<file path="config.mk">
export PLATFORM = sky130hd
export DESIGN_NAME = combination_enumerator_flat
export DESIGN_NICKNAME = d
export VERILOG_FILES = /design/src/rtl/cmbenum_pkg.sv /design/src/rtl/cmbenum_in_if.sv /design/src/rtl/cmbenum_out_if.sv /design/src/rtl/combination_enumerator.sv /design/src/flat_wrapper.sv
export SDC_FILE = /design/constraint.sdc
export NUM_CORES = 1
export LEC_CHECK = 0
export BUFFER_PORTS_ARGS = -buffer_cell sky130_fd_sc_hd__buf_2
export CORE_AREA = 4 4 157 159
export CTS_CLUSTER_DIAMETER = 80
export CTS_CLUSTER_SIZE = 40
export DETAILED_ROUTE_END_ITERATION = 10
export DIE_AREA = 0 0 161 163
export GPL_ROUTABILITY_DRIVEN = 0
export PLACE_DENSITY = 0.69
export SLEW_MARGIN = 5
export SYNTH_ARGS = -nofsm -noshare
export SYNTH_HDL_FRONTEND = slang
export SYNTH_SLANG_ARGS = --single-unit
</file>
<file path="constraint.sdc">
create_clock -name clk -period 4.05 [get_ports clk]
set_clock_uncertainty 0.05 [all_clocks]
set_input_delay 1.215 -clock clk [delete_from_list [all_inputs] [get_ports clk]]
set_output_delay 1.215 -clock clk [all_outputs]
set_load 0.03 [all_outputs]
</file>
<file path="src/rtl/cmbenum_pkg.sv">
// Package for the combination enumerator: field widths, register map,
// reset values and the control state type. No dependencies.
`timescale 1ns / 1ps

package cmbenum_pkg;

  localparam int unsigned SET_W  = 7;   // set_size register
  localparam int unsigned SUB_W  = 5;   // subset_size register
  localparam int unsigned POS_W  = 4;   // position field
  localparam int unsigned ELEM_W = 6;   // element value field
  localparam int unsigned DATA_W = 32;  // configuration data bus
  localparam int unsigned ADDR_W = 3;   // two word registers

  localparam logic [SET_W-1:0] SET_SIZE_RST = SET_W'(8);
  localparam logic [SUB_W-1:0] SUB_SIZE_RST = SUB_W'(3);

  typedef enum logic {
    REG_SET_SIZE = 1'b0,
    REG_SUB_SIZE = 1'b1
  } reg_idx_t;

  typedef enum logic [1:0] {
    ST_IDLE,
    ST_SCAN,
    ST_EMIT,
    ST_INV
  } state_t;

endpackage

</file>
<file path="src/rtl/cmbenum_in_if.sv">
// Input channel of the combination enumerator: one restart flag per item.
// Uses nothing from cmbenum_pkg.
`timescale 1ns / 1ps

interface cmbenum_in_if;
  logic valid;
  logic ready;
  logic restart;

  modport source (output valid, output restart, input ready);
  modport sink   (input valid, input restart, output ready);
endinterface

</file>
<file path="src/rtl/cmbenum_out_if.sv">
// Result channel of the combination enumerator: one element per item.
// Depends on cmbenum_pkg for field widths.
`timescale 1ns / 1ps

interface cmbenum_out_if;
  logic                             valid;
  logic                             ready;
  logic [cmbenum_pkg::POS_W-1:0]    position;
  logic [cmbenum_pkg::ELEM_W-1:0]   element_value;
  logic                             last_element;
  logic                             wrapped;
  logic                             invalid;

  modport source (output valid, output position, output element_value,
                  output last_element, output wrapped, output invalid,
                  input ready);
  modport sink   (input valid, input position, input element_value,
                  input last_element, input wrapped, input invalid,
                  output ready);
endinterface

</file>
<file path="src/rtl/combination_enumerator.sv">
// Lexicographic k-combination successor. Restart: emits the first combination.
// Advance: scans right to left, one memory read per cycle (registered read), for
// the position p that grows, then emits k elements, refilling from p on; wraps
// if none grows. One input item at a time; invalid config gives one invalid item.
// Synchronous reset loads set_size 8, subset_size 3 and clears all entry
// valid bits, so every position j reads as j.
`timescale 1ns / 1ps

module combination_enumerator #(
  parameter int MAX_SET    = 64,
  parameter int MAX_SUBSET = 16
) (
  input  logic                              clk,
  input  logic                              rst_n,
  cmbenum_in_if.sink                        in_ch,
  cmbenum_out_if.source                     out_ch,
  input  logic                              cfg_psel,
  input  logic                              cfg_penable,
  input  logic                              cfg_pwrite,
  input  logic [cmbenum_pkg::ADDR_W-1:0]    cfg_paddr,
  input  logic [cmbenum_pkg::DATA_W-1:0]    cfg_pwdata,
  output logic [cmbenum_pkg::DATA_W-1:0]    cfg_prdata,
  output logic                              cfg_pready
);

  localparam int AW = (MAX_SUBSET > 1) ? $clog2(MAX_SUBSET) : 1;
  localparam int CW = (AW + 1 > int'(cmbenum_pkg::SUB_W)) ? AW + 1
                                                           : int'(cmbenum_pkg::SUB_W);
  localparam int EW = cmbenum_pkg::ELEM_W;
  localparam int CMP_W = 9;

  // configuration
  logic [cmbenum_pkg::SET_W-1:0] set_size_r;
  logic [cmbenum_pkg::SUB_W-1:0] subset_size_r;
  logic                          cfg_wr;
  cmbenum_pkg::reg_idx_t         cfg_idx;

  // element store and valid bits
  logic [EW-1:0]         mem [MAX_SUBSET];
  logic [MAX_SUBSET-1:0] vld_r;
  logic [EW-1:0]         rdata_r;
  logic                  rvld_r;
  logic [AW-1:0]         rd_addr_r;

  logic          rd_en, mem_we, vld_clr;
  logic [AW-1:0] rd_addr, wr_addr;
  logic [EW-1:0] wr_data;

  // control
  cmbenum_pkg::state_t state_r, state_nxt;
  logic [CW-1:0] scan_idx_r, scan_idx_nxt;
  logic [CW-1:0] emit_idx_r, emit_idx_nxt;
  logic [CW-1:0] p_r, p_nxt;
  logic [EW-1:0] base_r, base_nxt;
  logic          wrapped_r, wrapped_nxt;
  logic          chk_v_r, chk_v_nxt;
  logic          s1_v_r, s1_v_nxt;
  logic          s1_mem_r, s1_mem_nxt;
  logic [CW-1:0] s1_pos_r, s1_pos_nxt;
  logic [EW-1:0] s1_val_r, s1_val_nxt;

  // output register
  logic                            out_valid_r;
  logic [cmbenum_pkg::POS_W-1:0]   out_pos_r;
  logic [EW-1:0]                   out_val_r;
  logic                            out_last_r, out_wrap_r, out_inv_r;

  logic          in_fire, out_free, s1_move, issue, out_load, out_inv;
  logic          cfg_bad, grow;
  logic [CW-1:0] k_cw;
  logic [EW-1:0] e_mem;

  // ---------------------------------------------------------------- config
  assign cfg_pready = 1'b1;
  assign cfg_wr     = cfg_psel && cfg_penable && cfg_pwrite;
  assign cfg_idx    = cmbenum_pkg::reg_idx_t'(cfg_paddr[2]);

  always_ff @(posedge clk) begin
    if (!rst_n) begin
      set_size_r    <= cmbenum_pkg::SET_SIZE_RST;
      subset_size_r <= cmbenum_pkg::SUB_SIZE_RST;
    end else if (cfg_wr) begin
      unique case (cfg_idx)
        cmbenum_pkg::REG_SET_SIZE: set_size_r    <= cfg_pwdata[cmbenum_pkg::SET_W-1:0];
        cmbenum_pkg::REG_SUB_SIZE: subset_size_r <= cfg_pwdata[cmbenum_pkg::SUB_W-1:0];
        default: ;
      endcase
    end
  end

  always_comb begin
    unique case (cfg_idx)
      cmbenum_pkg::REG_SET_SIZE: cfg_prdata = cmbenum_pkg::DATA_W'(set_size_r);
      cmbenum_pkg::REG_SUB_SIZE: cfg_prdata = cmbenum_pkg::DATA_W'(subset_size_r);
      default:                   cfg_prdata = '0;
    endcase
  end

  // ---------------------------------------------------------------- shared terms
  assign k_cw    = CW'(subset_size_r);
  assign cfg_bad = (subset_size_r == '0) || (32'(subset_size_r) > MAX_SUBSET) ||
                   (32'(set_size_r) > MAX_SET) ||
                   (cmbenum_pkg::SET_W'(subset_size_r) > set_size_r);

  assign in_fire  = in_ch.valid && in_ch.ready;
  assign out_free = !out_valid_r || out_ch.ready;
  assign s1_move  = s1_v_r && out_free;
  assign issue    = (emit_idx_r != k_cw) && (!s1_v_r || s1_move);

  // an entry never written since the last reload reads as its own index
  assign e_mem = rvld_r ? rdata_r : EW'(rd_addr_r);
  assign grow  = (CMP_W'(e_mem) + CMP_W'(subset_size_r)) <
                 (CMP_W'(set_size_r) + CMP_W'(rd_addr_r));

  // ---------------------------------------------------------------- next state
  always_comb begin
    state_nxt = state_r;
    unique case (state_r)
      cmbenum_pkg::ST_IDLE: begin
        if (in_fire) begin
          if (cfg_bad)               state_nxt = cmbenum_pkg::ST_INV;
          else if (in_ch.restart)    state_nxt = cmbenum_pkg::ST_EMIT;
          else                       state_nxt = cmbenum_pkg::ST_SCAN;
        end
      end
      cmbenum_pkg::ST_SCAN: begin
        if (chk_v_r && (grow || rd_addr_r == '0)) state_nxt = cmbenum_pkg::ST_EMIT;
      end
      cmbenum_pkg::ST_EMIT: begin
        if (emit_idx_r == k_cw && (!s1_v_r || s1_move)) state_nxt = cmbenum_pkg::ST_IDLE;
      end
      cmbenum_pkg::ST_INV: begin
        if (out_free) state_nxt = cmbenum_pkg::ST_IDLE;
      end
      default: state_nxt = cmbenum_pkg::ST_IDLE;
    endcase
  end

  // ---------------------------------------------------------------- datapath control
  always_comb begin
    rd_en        = 1'b0;
    rd_addr      = scan_idx_r[AW-1:0];
    mem_we       = 1'b0;
    wr_addr      = emit_idx_r[AW-1:0];
    wr_data      = base_r + EW'(emit_idx_r - p_r);
    vld_clr      = 1'b0;
    scan_idx_nxt = scan_idx_r;
    chk_v_nxt    = 1'b0;
    p_nxt        = p_r;
    base_nxt     = base_r;
    wrapped_nxt  = wrapped_r;
    emit_idx_nxt = emit_idx_r;
    s1_v_nxt     = s1_v_r;
    s1_mem_nxt   = s1_mem_r;
    s1_pos_nxt   = s1_pos_r;
    s1_val_nxt   = s1_val_r;
    out_load     = 1'b0;
    out_inv      = 1'b0;

    unique case (state_r)
      cmbenum_pkg::ST_IDLE: begin
        if (in_fire) begin
          wrapped_nxt  = 1'b0;
          emit_idx_nxt = '0;
          p_nxt        = k_cw;  // all positions read from the store
          if (!cfg_bad) begin
            if (in_ch.restart) vld_clr = 1'b1;
            else               scan_idx_nxt = k_cw - CW'(1);
          end
        end
      end
      cmbenum_pkg::ST_SCAN: begin
        // read one position per cycle, right to left; check the one read last cycle
        rd_en        = 1'b1;
        chk_v_nxt    = 1'b1;
        scan_idx_nxt = (scan_idx_r == '0) ? '0 : scan_idx_r - CW'(1);
        if (chk_v_r) begin
          if (grow) begin
            p_nxt     = CW'(rd_addr_r);
            base_nxt  = e_mem + EW'(1);
            chk_v_nxt = 1'b0;
          end else if (rd_addr_r == '0) begin
            vld_clr     = 1'b1;
            wrapped_nxt = 1'b1;
            p_nxt       = k_cw;
            chk_v_nxt   = 1'b0;
          end
        end
      end
      cmbenum_pkg::ST_EMIT: begin
        if (s1_move) begin
          s1_v_nxt = 1'b0;
          out_load = 1'b1;
        end
        if (issue) begin
          s1_v_nxt     = 1'b1;
          s1_pos_nxt   = emit_idx_r;
          emit_idx_nxt = emit_idx_r + CW'(1);
          if (emit_idx_r < p_r) begin
            rd_en      = 1'b1;
            rd_addr    = emit_idx_r[AW-1:0];
            s1_mem_nxt = 1'b1;
          end else begin
            // refill from the grown position on; written back when issued
            mem_we     = 1'b1;
            s1_mem_nxt = 1'b0;
            s1_val_nxt = wr_data;
          end
        end
      end
      cmbenum_pkg::ST_INV: begin
        if (out_free) begin
          out_load = 1'b1;
          out_inv  = 1'b1;
        end
      end
      default: ;
    endcase
  end

  // ---------------------------------------------------------------- store
  always_ff @(posedge clk) begin
    if (mem_we) mem[wr_addr] <= wr_data;
    if (rd_en) begin
      rdata_r   <= mem[rd_addr];
      rvld_r    <= vld_r[rd_addr];
      rd_addr_r <= rd_addr;
    end
  end

  always_ff @(posedge clk) begin
    if (!rst_n)       vld_r <= '0;
    else if (vld_clr) vld_r <= '0;
    else if (mem_we)  vld_r[wr_addr] <= 1'b1;
  end

  // ---------------------------------------------------------------- registers
  always_ff @(posedge clk) begin
    if (!rst_n) begin
      state_r     <= cmbenum_pkg::ST_IDLE;
      chk_v_r     <= 1'b0;
      s1_v_r      <= 1'b0;
      out_valid_r <= 1'b0;
    end else begin
      state_r <= state_nxt;
      chk_v_r <= chk_v_nxt;
      s1_v_r  <= s1_v_nxt;
      if (out_load)          out_valid_r <= 1'b1;
      else if (out_ch.ready) out_valid_r <= 1'b0;
    end
  end

  always_ff @(posedge clk) begin
    scan_idx_r <= scan_idx_nxt;
    emit_idx_r <= emit_idx_nxt;
    p_r        <= p_nxt;
    base_r     <= base_nxt;
    wrapped_r  <= wrapped_nxt;
    s1_mem_r   <= s1_mem_nxt;
    s1_pos_r   <= s1_pos_nxt;
    s1_val_r   <= s1_val_nxt;
    if (out_load) begin
      if (out_inv) begin
        out_pos_r  <= '0;
        out_val_r  <= '0;
        out_last_r <= 1'b1;
        out_wrap_r <= 1'b0;
        out_inv_r  <= 1'b1;
      end else begin
        out_pos_r  <= cmbenum_pkg::POS_W'(s1_pos_r);
        out_val_r  <= s1_mem_r ? e_mem : s1_val_r;
        out_last_r <= (s1_pos_r + CW'(1)) == k_cw;
        out_wrap_r <= wrapped_r;
        out_inv_r  <= 1'b0;
      end
    end
  end

  // ---------------------------------------------------------------- ports
  assign in_ch.ready          = (state_r == cmbenum_pkg::ST_IDLE);
  assign out_ch.valid         = out_valid_r;
  assign out_ch.position      = out_pos_r;
  assign out_ch.element_value = out_val_r;
  assign out_ch.last_element  = out_last_r;
  assign out_ch.wrapped       = out_wrap_r;
  assign out_ch.invalid       = out_inv_r;

`ifndef SYNTHESIS
  a_busy_after_accept: assert property (@(posedge clk) disable iff (!rst_n)
    in_fire |=> state_r != cmbenum_pkg::ST_IDLE)
    else $error("item accepted but control stayed idle");

  a_refill_above_grow: assert property (@(posedge clk) disable iff (!rst_n)
    mem_we |-> (emit_idx_r >= p_r && state_r == cmbenum_pkg::ST_EMIT))
    else $error("write-back below the grown position");

  a_read_data_owned: assert property (@(posedge clk) disable iff (!rst_n)
    (s1_v_r && s1_mem_r) |-> state_r == cmbenum_pkg::ST_EMIT)
    else $error("pending store read outside emit phase");

  a_invalid_is_last: assert property (@(posedge clk) disable iff (!rst_n)
    (out_valid_r && out_inv_r) |-> (out_last_r && !out_wrap_r))
    else $error("invalid result not marked last");
`endif

endmodule

</file>
<file path="src/flat_wrapper.sv">
// flat-port wrapper written by rule: the top's interface ports become plain ports
module combination_enumerator_flat 
#(
  parameter int MAX_SET    = 64,
  parameter int MAX_SUBSET = 16
)
  (clk, rst_n, cfg_psel, cfg_penable, cfg_pwrite, cfg_paddr, cfg_pwdata, cfg_prdata, cfg_pready, in_ch_valid, in_ch_restart, in_ch_ready, out_ch_valid, out_ch_position, out_ch_element_value, out_ch_last_element, out_ch_wrapped, out_ch_invalid, out_ch_ready);
  cmbenum_in_if in_ch_i ();
  cmbenum_out_if out_ch_i ();
  input  logic clk;
  input  logic rst_n;
  input  logic cfg_psel;
  input  logic cfg_penable;
  input  logic cfg_pwrite;
  input  logic [cmbenum_pkg::ADDR_W-1:0] cfg_paddr;
  input  logic [cmbenum_pkg::DATA_W-1:0] cfg_pwdata;
  output logic [cmbenum_pkg::DATA_W-1:0] cfg_prdata;
  output logic cfg_pready;
  input wire logic [$bits(in_ch_i.valid)-1:0] in_ch_valid;
  input wire logic [$bits(in_ch_i.restart)-1:0] in_ch_restart;
  output wire logic [$bits(in_ch_i.ready)-1:0] in_ch_ready;
  output wire logic [$bits(out_ch_i.valid)-1:0] out_ch_valid;
  output wire logic [$bits(out_ch_i.position)-1:0] out_ch_position;
  output wire logic [$bits(out_ch_i.element_value)-1:0] out_ch_element_value;
  output wire logic [$bits(out_ch_i.last_element)-1:0] out_ch_last_element;
  output wire logic [$bits(out_ch_i.wrapped)-1:0] out_ch_wrapped;
  output wire logic [$bits(out_ch_i.invalid)-1:0] out_ch_invalid;
  input wire logic [$bits(out_ch_i.ready)-1:0] out_ch_ready;
  assign in_ch_i.valid = in_ch_valid;
  assign in_ch_i.restart = in_ch_restart;
  assign in_ch_ready = in_ch_i.ready;
  assign out_ch_valid = out_ch_i.valid;
  assign out_ch_position = out_ch_i.position;
  assign out_ch_element_value = out_ch_i.element_value;
  assign out_ch_last_element = out_ch_i.last_element;
  assign out_ch_wrapped = out_ch_i.wrapped;
  assign out_ch_invalid = out_ch_i.invalid;
  assign out_ch_i.ready = out_ch_ready;
  combination_enumerator #(.MAX_SET(MAX_SET), .MAX_SUBSET(MAX_SUBSET)) u_core (.clk(clk), .rst_n(rst_n), .in_ch(in_ch_i), .out_ch(out_ch_i), .cfg_psel(cfg_psel), .cfg_penable(cfg_penable), .cfg_pwrite(cfg_pwrite), .cfg_paddr(cfg_paddr), .cfg_pwdata(cfg_pwdata), .cfg_prdata(cfg_prdata), .cfg_pready(cfg_pready));
endmodule
</file>
==> reports/qor.csv, run 1 <==
metric,value,unit
diodes,0,
coreArea,23300,um2
post_drt_via_cell_ratio,6.06,
max_cap_violations,0,
synthTopCellsByCount,"215 x sky130_fd_sc_hd__nand2_1, 154 x sky130_fd_sc_hd__edfxtp_1, 83 x sky130_fd_sc_hd__a21oi_1",
fillCellCount,2050,
synth_area_leader_cell,sky130_fd_sc_hd__edfxtp_1,
hold_viol,0,
die_w,161,um
finalHoldWorstSlack,0.446,ns
area_growth,10.6,%
yosys.cell_types.count,54,
antenna_left,0,
synth_xor_xnor_area_share,3.02,%
outcome,"complete, no violations",
final_layout_size_suffix_gt1_share,12.5,%
synth_most_common_cell,sky130_fd_sc_hd__nand2_1,
ctsRootBufferMaster,sky130_fd_sc_hd__clkbuf_16,
floorplan.initialDensity,46.1,%
routed-via-count,8768,
grt_util_all_layers,21.4,%
least_margin_pin_slew,0.815,ns
post_synth.cell_area_avg,9.86,um2
timing.final.crit_period,3.82,ns
cts_buffer_depth,2,
clk-insertion-delay-late,0.44,ns
antenna_found_initial,0,
cts_tree,done,
timing.final.max_slew_violations,0,
mappedNetlistArea,10700,um2
num_rows,56,
crit_type,flip-flop to flip-flop,
layoutNonFillerInstCount,1447,
synth_simple_gate_area_share,13.7,%
die_height,163,um
cts_bufs_inserted,17,
critical_path.reg2reg.startpoint,u_core.rvld_r,
critical_path_arrival,3.92,ns
place.port_buffers,37,
cts-htree-levels,4,
synth_top_cell_area_share,43.1,%
hold_path.class,flip-flop to flip-flop,
reg2regPathDepth,16,
total_leakage_power,4.31,nW
drc,0,
yosys-top-cells-area,"sky130_fd_sc_hd__edfxtp_1 43%, sky130_fd_sc_hd__nand2_1 7.5%, sky130_fd_sc_hd__dfxtp_1 6.2%, sky130_fd_sc_hd__ha_1 4.9%, sky130_fd_sc_hd__a311oi_1 4.7%",
dpl.cell_count,1409,
clk_pin_slew,0.06,ns
timing.hold.worst.start,u_core.s1_v_r,
r2r-end,u_core.p_r[0],
post_synth_fa_ha_maj_area_fraction,6.21,%
flops_latches_synth,187,
first_drt_pass_iteration_count,6,
synth-compound-area-share,19.3,%
critPathMaxFanout,6,
synth_enable_flop_cells,154,
setup_violations,0,
synth_flop_cell,sky130_fd_sc_hd__edfxtp_1,
synth.mux.area_fraction,1.54,%
cts_sinks,187,
routedWlPerCell,19.7,um
pin_count,91,
period_share,94.4,%
ys_seq_area_share,49.3,%
critical_path_required,4.15,ns
worstHoldEndpoint,u_core.s1_v_r,
cellPowerDensity,794,nW/um2
async_set_or_reset_register_ratio_after_synthesis,0,%
endpoint_kind,flip-flop,
routed_wirelength,28500,um
dr.first_iter.drc_count,1117,
hold_depth,2,
final_nets,1207,
grt_remaining_overflow,0,
first_global_vias,8102,
setup-tns-final,0,ns
ir_worst_vdd,524,uV
yosysWarnings,0,
max_slew_margin,45.7,%
design.die.area,26200,um2
synth_top_family_by_area,compound AO/OA/AOI/OAI gates,
timing.fmax,0.262,GHz
dp_hpwl,18500,um
worst_setup_path_start_kind,flip-flop,
wire_length_of_the_first_global_routing_pass,44500,um
r2r_setup_slack,0.23,ns
grt_start_max_net_pins,63,
syn-instance-count,1088,
[area by class of cell]
class | count | area [um2] | area share [%]
clock buffers | 20 | 437 | 3.68
clock inverters | 12 | 124 | 1.04
inverters | 51 | 191 | 1.61
multi-input cells | 768 | 4820 | 40.6
flip-flops and latches | 187 | 5290 | 44.6
well taps | 319 | 399 | 3.37
repair buffers | 90 | 608 | 5.13
[per-layer routing]
layer  vias up  global-route usage [%]  wire length [um]
met4         0                    6.82               594
met1      4249                    29.8             12100
met5         -                       0                 0
li1       4018                       -                 -
met2       449                    34.8             13500
met3        52                    3.06              2310
[flip-flops by register name (all words and copies together) (netlist names), 2 cells and up]
name                         flops
u_core.mem                      96
u_core.vld_r                    16
u_core.set_size_r                7
u_core.base_r                    6
u_core.out_ch.element_value      6
u_core.rdata_r                   6
u_core.s1_val_r                  6
u_core.emit_idx_r                5
u_core.k_cw                      5
u_core.p_r                       5
u_core.s1_pos_r                  5
u_core.scan_idx_r                5
u_core.out_ch.position           4
u_core.rd_addr_r                 4
u_core.state_r                   2
[what timing repair did]
| item | 4_1_cts | 5_1_grt |
|---|---|---|
| hold buffers | 0 | 0 |
| pin swaps | 0 | 2 |
| gates resized for setup | 1 | 8 |
| setup endpoints to repair | 4 | 35 |
| setup buffers | 0 | 6 |
[logic make-up (layout without fill, tap and decap cells)]
kind of cell / count (synthesis) / count (layout)
other: 2 / 26
flip-flops: 187 / 187
buffers and inverters: 157 / 173
AO/OA/AOI/OAI: 301 / 301
XOR/XNOR: 37 / 37
adder cells (fa/ha/maj): 49 / 49
multiplexers: 16 / 16
AND/OR/NAND/NOR: 339 / 339
[worst max-delay path: stages (launching register included)]
cell and delay [ns]:
sky130_fd_sc_hd__edfxtp_1 0.50, sky130_fd_sc_hd__mux2i_2 0.39, sky130_fd_sc_hd__inv_2 0.12, sky130_fd_sc_hd__ha_1 0.29, sky130_fd_sc_hd__a21o_1 0.15, sky130_fd_sc_hd__a21oi_1 0.23
sky130_fd_sc_hd__o21bai_1 0.09, sky130_fd_sc_hd__a21oi_1 0.18, sky130_fd_sc_hd__xor2_1 0.18, sky130_fd_sc_hd__ha_1 0.28, sky130_fd_sc_hd__a21o_1 0.18, sky130_fd_sc_hd__a21oi_1 0.14
sky130_fd_sc_hd__o211ai_1 0.18, sky130_fd_sc_hd__nand3_1 0.12, sky130_fd_sc_hd__nand2_1 0.07, sky130_fd_sc_hd__a22oi_1 0.22, sky130_fd_sc_hd__buf_4 0.19
[worst max path at each step]
stage | cells after the start | from | slack [ns] | to
floorplan | 16 | u_core.rvld_r | 0.36 | u_core.p_r[0]
global route | 16 | u_core.rvld_r | -0.008 | u_core.p_r[0]
detailed placement | 15 | u_core.rvld_r | -0.004 | u_core.p_r[0]
CTS | 15 | u_core.rvld_r | 0.02 | u_core.p_r[0]
global placement | 15 | u_core.rvld_r | 0.12 | u_core.p_r[0]
finish | 16 | u_core.rvld_r | 0.23 | u_core.p_r[0]
[power by group]
group | switching [W] | total (W) | leakage [nW] | internal [W]
registers | 0.000147 | 0.00315 | 1.66 | 0.00300
clock network | 0.000715 | 0.00162 | 0.266 | 0.000905
logic | 0.00330 | 0.00465 | 2.38 | 0.00135
[metrics by stage]
step	setup WS, ns	utilization (%)	area (um2)	power (W)
finish	0.228	51.0	11900	0.00942
global route	-0.00770	51.0	11900	0.00987
CTS	0.0165	50.7	11800	0.00931
detailed placement	-0.00434	48.3	11200	0.00770
global placement	0.116	48.3	11200	0.00758
floorplan	0.365	-	10800	0.00611
[cell usage in the layout, fill, tap and decap left out, drive strengths merged, types with 5 or more instances in the layout]
cell      n
a311oi   57
mux2i    12
fa        7
conb     26
a31oi    24
or4       9
nor3     20
xor2     11
nand2   216
nand4     5
buf      90
a211oi   62
dfxtp    33
nand3    13
clkinv    7
clkbuf   20
nor2     44
a21o      7
a21oi    83
o21ai    14
ha       42
inv      52
nor2b     8
nand2b    5
nor4      5
o22ai    32
and2      9
xnor2    26
edfxtp  154
No activity file was read; power rests on OpenSTA's default activity.
==> run 2, diff against run 1 <==
- CORE_AREA: 4 4 157 159 -> 2 2 155 157
- DIE_AREA: 0 0 161 163 -> 0 0 157 159
==> run 2 against run 1 <==
  * Via count down 1.6%
  * Register-to-register slack worse by 0.07 ns
  * Non-clock buffer count down 5
  * Count of clock-buffer cells in the layout down 3
  * First-iteration DRC count up 3.0%
  * Core utilization up 0.28 points
  * Sequential power about the same
  * Sequential share of layout area down 0.11 points
  * Largest cell class unchanged
  * Combinational power about the same
  * Wire length down 2.0%
  * Hold slack better by 0.0084 ns
==> reports/qor.csv, run 2 (synthesis gave the netlist of run 1 again) <==
metric,value,unit,change
timing.fmax,0.257,GHz,-1.7%
routedWlPerCell,19.4,um,-1.7%
cellPowerDensity,798,nW/um2,+0.50%
first_global_vias,7911,,-2.4%
final_nets,1203,,-0.33%
clk_pin_slew,0.08,ns,+0.02 ns
place.port_buffers,37,,unchanged
floorplan.initialDensity,46.2,%,+0.14 points
r2r-end,u_core.p_r[3],,
clk-insertion-delay-late,0.45,ns,about the same
die_w,157,um,-2.5%
layoutNonFillerInstCount,1443,,-0.28%
postLayoutSetupSlackWorst,0.161,ns,-0.0671 ns
critical_path.reg2reg.startpoint,u_core.rvld_r,,
area_growth,10.9,%,
placedInstanceArea,11200,um2,-0.16%
largest_register_ff_count,96,,unchanged
cts_sinks,187,,unchanged
cts-htree-levels,4,,unchanged
timing.critical_path.from,u_core.rvld_r,,
least_margin_pin_slew,0.770,ns,-0.0452 ns
first_drt_pass_iteration_count,5,,-1
dp_hpwl,17700,um,-4.2%
r2r_setup_slack,0.16,ns,-0.07 ns
routed_wirelength,28000,um,-2.0%
antenna_found_initial,1,,+1
timing.final.crit_period,3.89,ns,+0.0671 ns
ctsRootBufferMaster,sky130_fd_sc_hd__clkbuf_16,,
largest_registers_ranked_by_flip_flop_count,"u_core.mem x96, u_core.vld_r x16, u_core.set_size_r x7",,
period_share,96.0,%,+1.7 points
hold_viol,0,,unchanged
cts_tree,done,,
coreArea,23200,um2,-0.30%
antenna_left,0,,unchanged
die_height,159,um,-2.5%
diodes,0,,unchanged
grt_remaining_overflow,0,,unchanged
crit_type,flip-flop to flip-flop,,
routed-via-count,8625,,-1.6%
total_leakage_power,4.32,nW,+0.15%
design.die.area,25000,um2,-4.9%
ir_worst_vdd,598,uV,+14%
num_rows,56,,unchanged
max_flop_register,u_core.mem,,
critPathMaxFanout,7,,+1
cts_buffer_depth,2,,unchanged
grt_start_max_net_pins,63,,unchanged
setup.worst_path.end,u_core.p_r[3],,
grt_util_all_layers,22.5,%,+1.1 points
drc,0,,unchanged
final_cell_area,11900,um2,+0.25%
wire_length_of_the_first_global_routing_pass,43800,um,-1.5%
layout_common_cells,"214 x sky130_fd_sc_hd__nand2_1, 154 x sky130_fd_sc_hd__edfxtp_1, 81 x sky130_fd_sc_hd__a21oi_1, 62 x sky130_fd_sc_hd__a211oi_1, 57 x sky130_fd_sc_hd__a311oi_1",,
reg2regPathDepth,15,,-1
power,0.00949,W,+0.76%
pin_count,91,,unchanged
dp_slack,0.0516,ns,+0.0559 ns
final_layout_size_suffix_gt1_share,12.7,%,+0.22 points
timing.final.max_slew_violations,0,,unchanged
outcome,"complete, no violations",,
finalHoldWorstSlack,0.455,ns,+0.00838 ns
endpoint_kind,flip-flop,,
critical_path_arrival,4.04,ns,+0.12 ns
cts_bufs_inserted,17,,unchanged
max_slew_margin,48.2,%,+2.6 points
dpl.cell_count,1405,,-0.28%
setup_violations,0,,unchanged
post_drt_via_cell_ratio,5.98,,-1.4%
worst_setup_path_start_kind,flip-flop,,
dr.first_iter.drc_count,1150,,+3.0%
hold_path.class,flip-flop to flip-flop,,
most_common_library_cell_in_the_layout_ignoring_fill_and_taps,sky130_fd_sc_hd__nand2_1,,
critical_path_required,4.20,ns,+0.05 ns
max_cap_violations,0,,unchanged
timing.hold.worst.start,u_core.s1_v_r,,
-- run 2: metal layers --
metal	vias up	GRT usage [%]	part of all wire (%)
met4	0	8.13	2.1
met3	43	3.76	7.6
met1	4165	32.1	44
met5	-	0	0
met2	411	34.7	47
li1	4006	-	-
-- run 2: what timing repair did --
item                                    in CTS  in global routing
buffers inserted                             0                  5
gates resized for setup                      0                  8
hold buffers                                 0                  0
endpoints found under the setup margin       0                 32
-- run 2: per-stage QoR --
stage,setup TNS (ns),utilization (%)
floorplan,0,-
global placement,0,48.3
detailed placement,0,48.3
CTS,0,50.9
global route,-0.0176,51.3
finish,0,51.3
-- run 2: area by class of cell --
| type | instances | area (um2) |
|---|---|---|
| fillers | 2017 | 11300 |
| flip-flops and latches | 187 | 5290 |
| multi-input cells | 769 | 4840 |
| repair buffers | 85 | 583 |
| clock buffers | 17 | 425 |
| well taps | 319 | 399 |
| inverters | 51 | 191 |
| clock inverters | 15 | 170 |
-- run 2: power breakdown --
| group | switching (W) | total, W | internal, W |
|---|---|---|---|
| Sequential | 0.000144 | 0.00315 | 0.00300 |
| Clock | 0.000836 | 0.00167 | 0.000831 |
| Combinational | 0.00333 | 0.00468 | 0.00135 |
-- run 2: critical path, stage by stage, from the launching register on --
cell and delay (ns):
sky130_fd_sc_hd__edfxtp_1 0.52, sky130_fd_sc_hd__mux2i_2 0.31, sky130_fd_sc_hd__inv_1 0.12, sky130_fd_sc_hd__ha_1 0.23, sky130_fd_sc_hd__fa_2 0.37, sky130_fd_sc_hd__a21o_1 0.19
sky130_fd_sc_hd__a21oi_2 0.16, sky130_fd_sc_hd__inv_1 0.05, sky130_fd_sc_hd__a21oi_1 0.15, sky130_fd_sc_hd__nor2_1 0.06, sky130_fd_sc_hd__ha_1 0.32, sky130_fd_sc_hd__nand4_1 0.10
sky130_fd_sc_hd__o211ai_1 0.39, sky130_fd_sc_hd__nand2_1 0.12, sky130_fd_sc_hd__nand2_2 0.16, sky130_fd_sc_hd__mux2_2 0.36
-- run 2: worst min path at each step --
stage / to / slack [ns] / depth (start not counted)
after floorplan: u_core.s1_pos_r[3] / 0.40 / 0
after global placement: u_core.s1_v_r / 0.44 / 2
after detailed placement: u_core.s1_v_r / 0.44 / 2
after CTS: u_core.s1_v_r / 0.45 / 2
after global routing: u_core.state_r[0] / 0.49 / 2
final: u_core.s1_v_r / 0.45 / 2
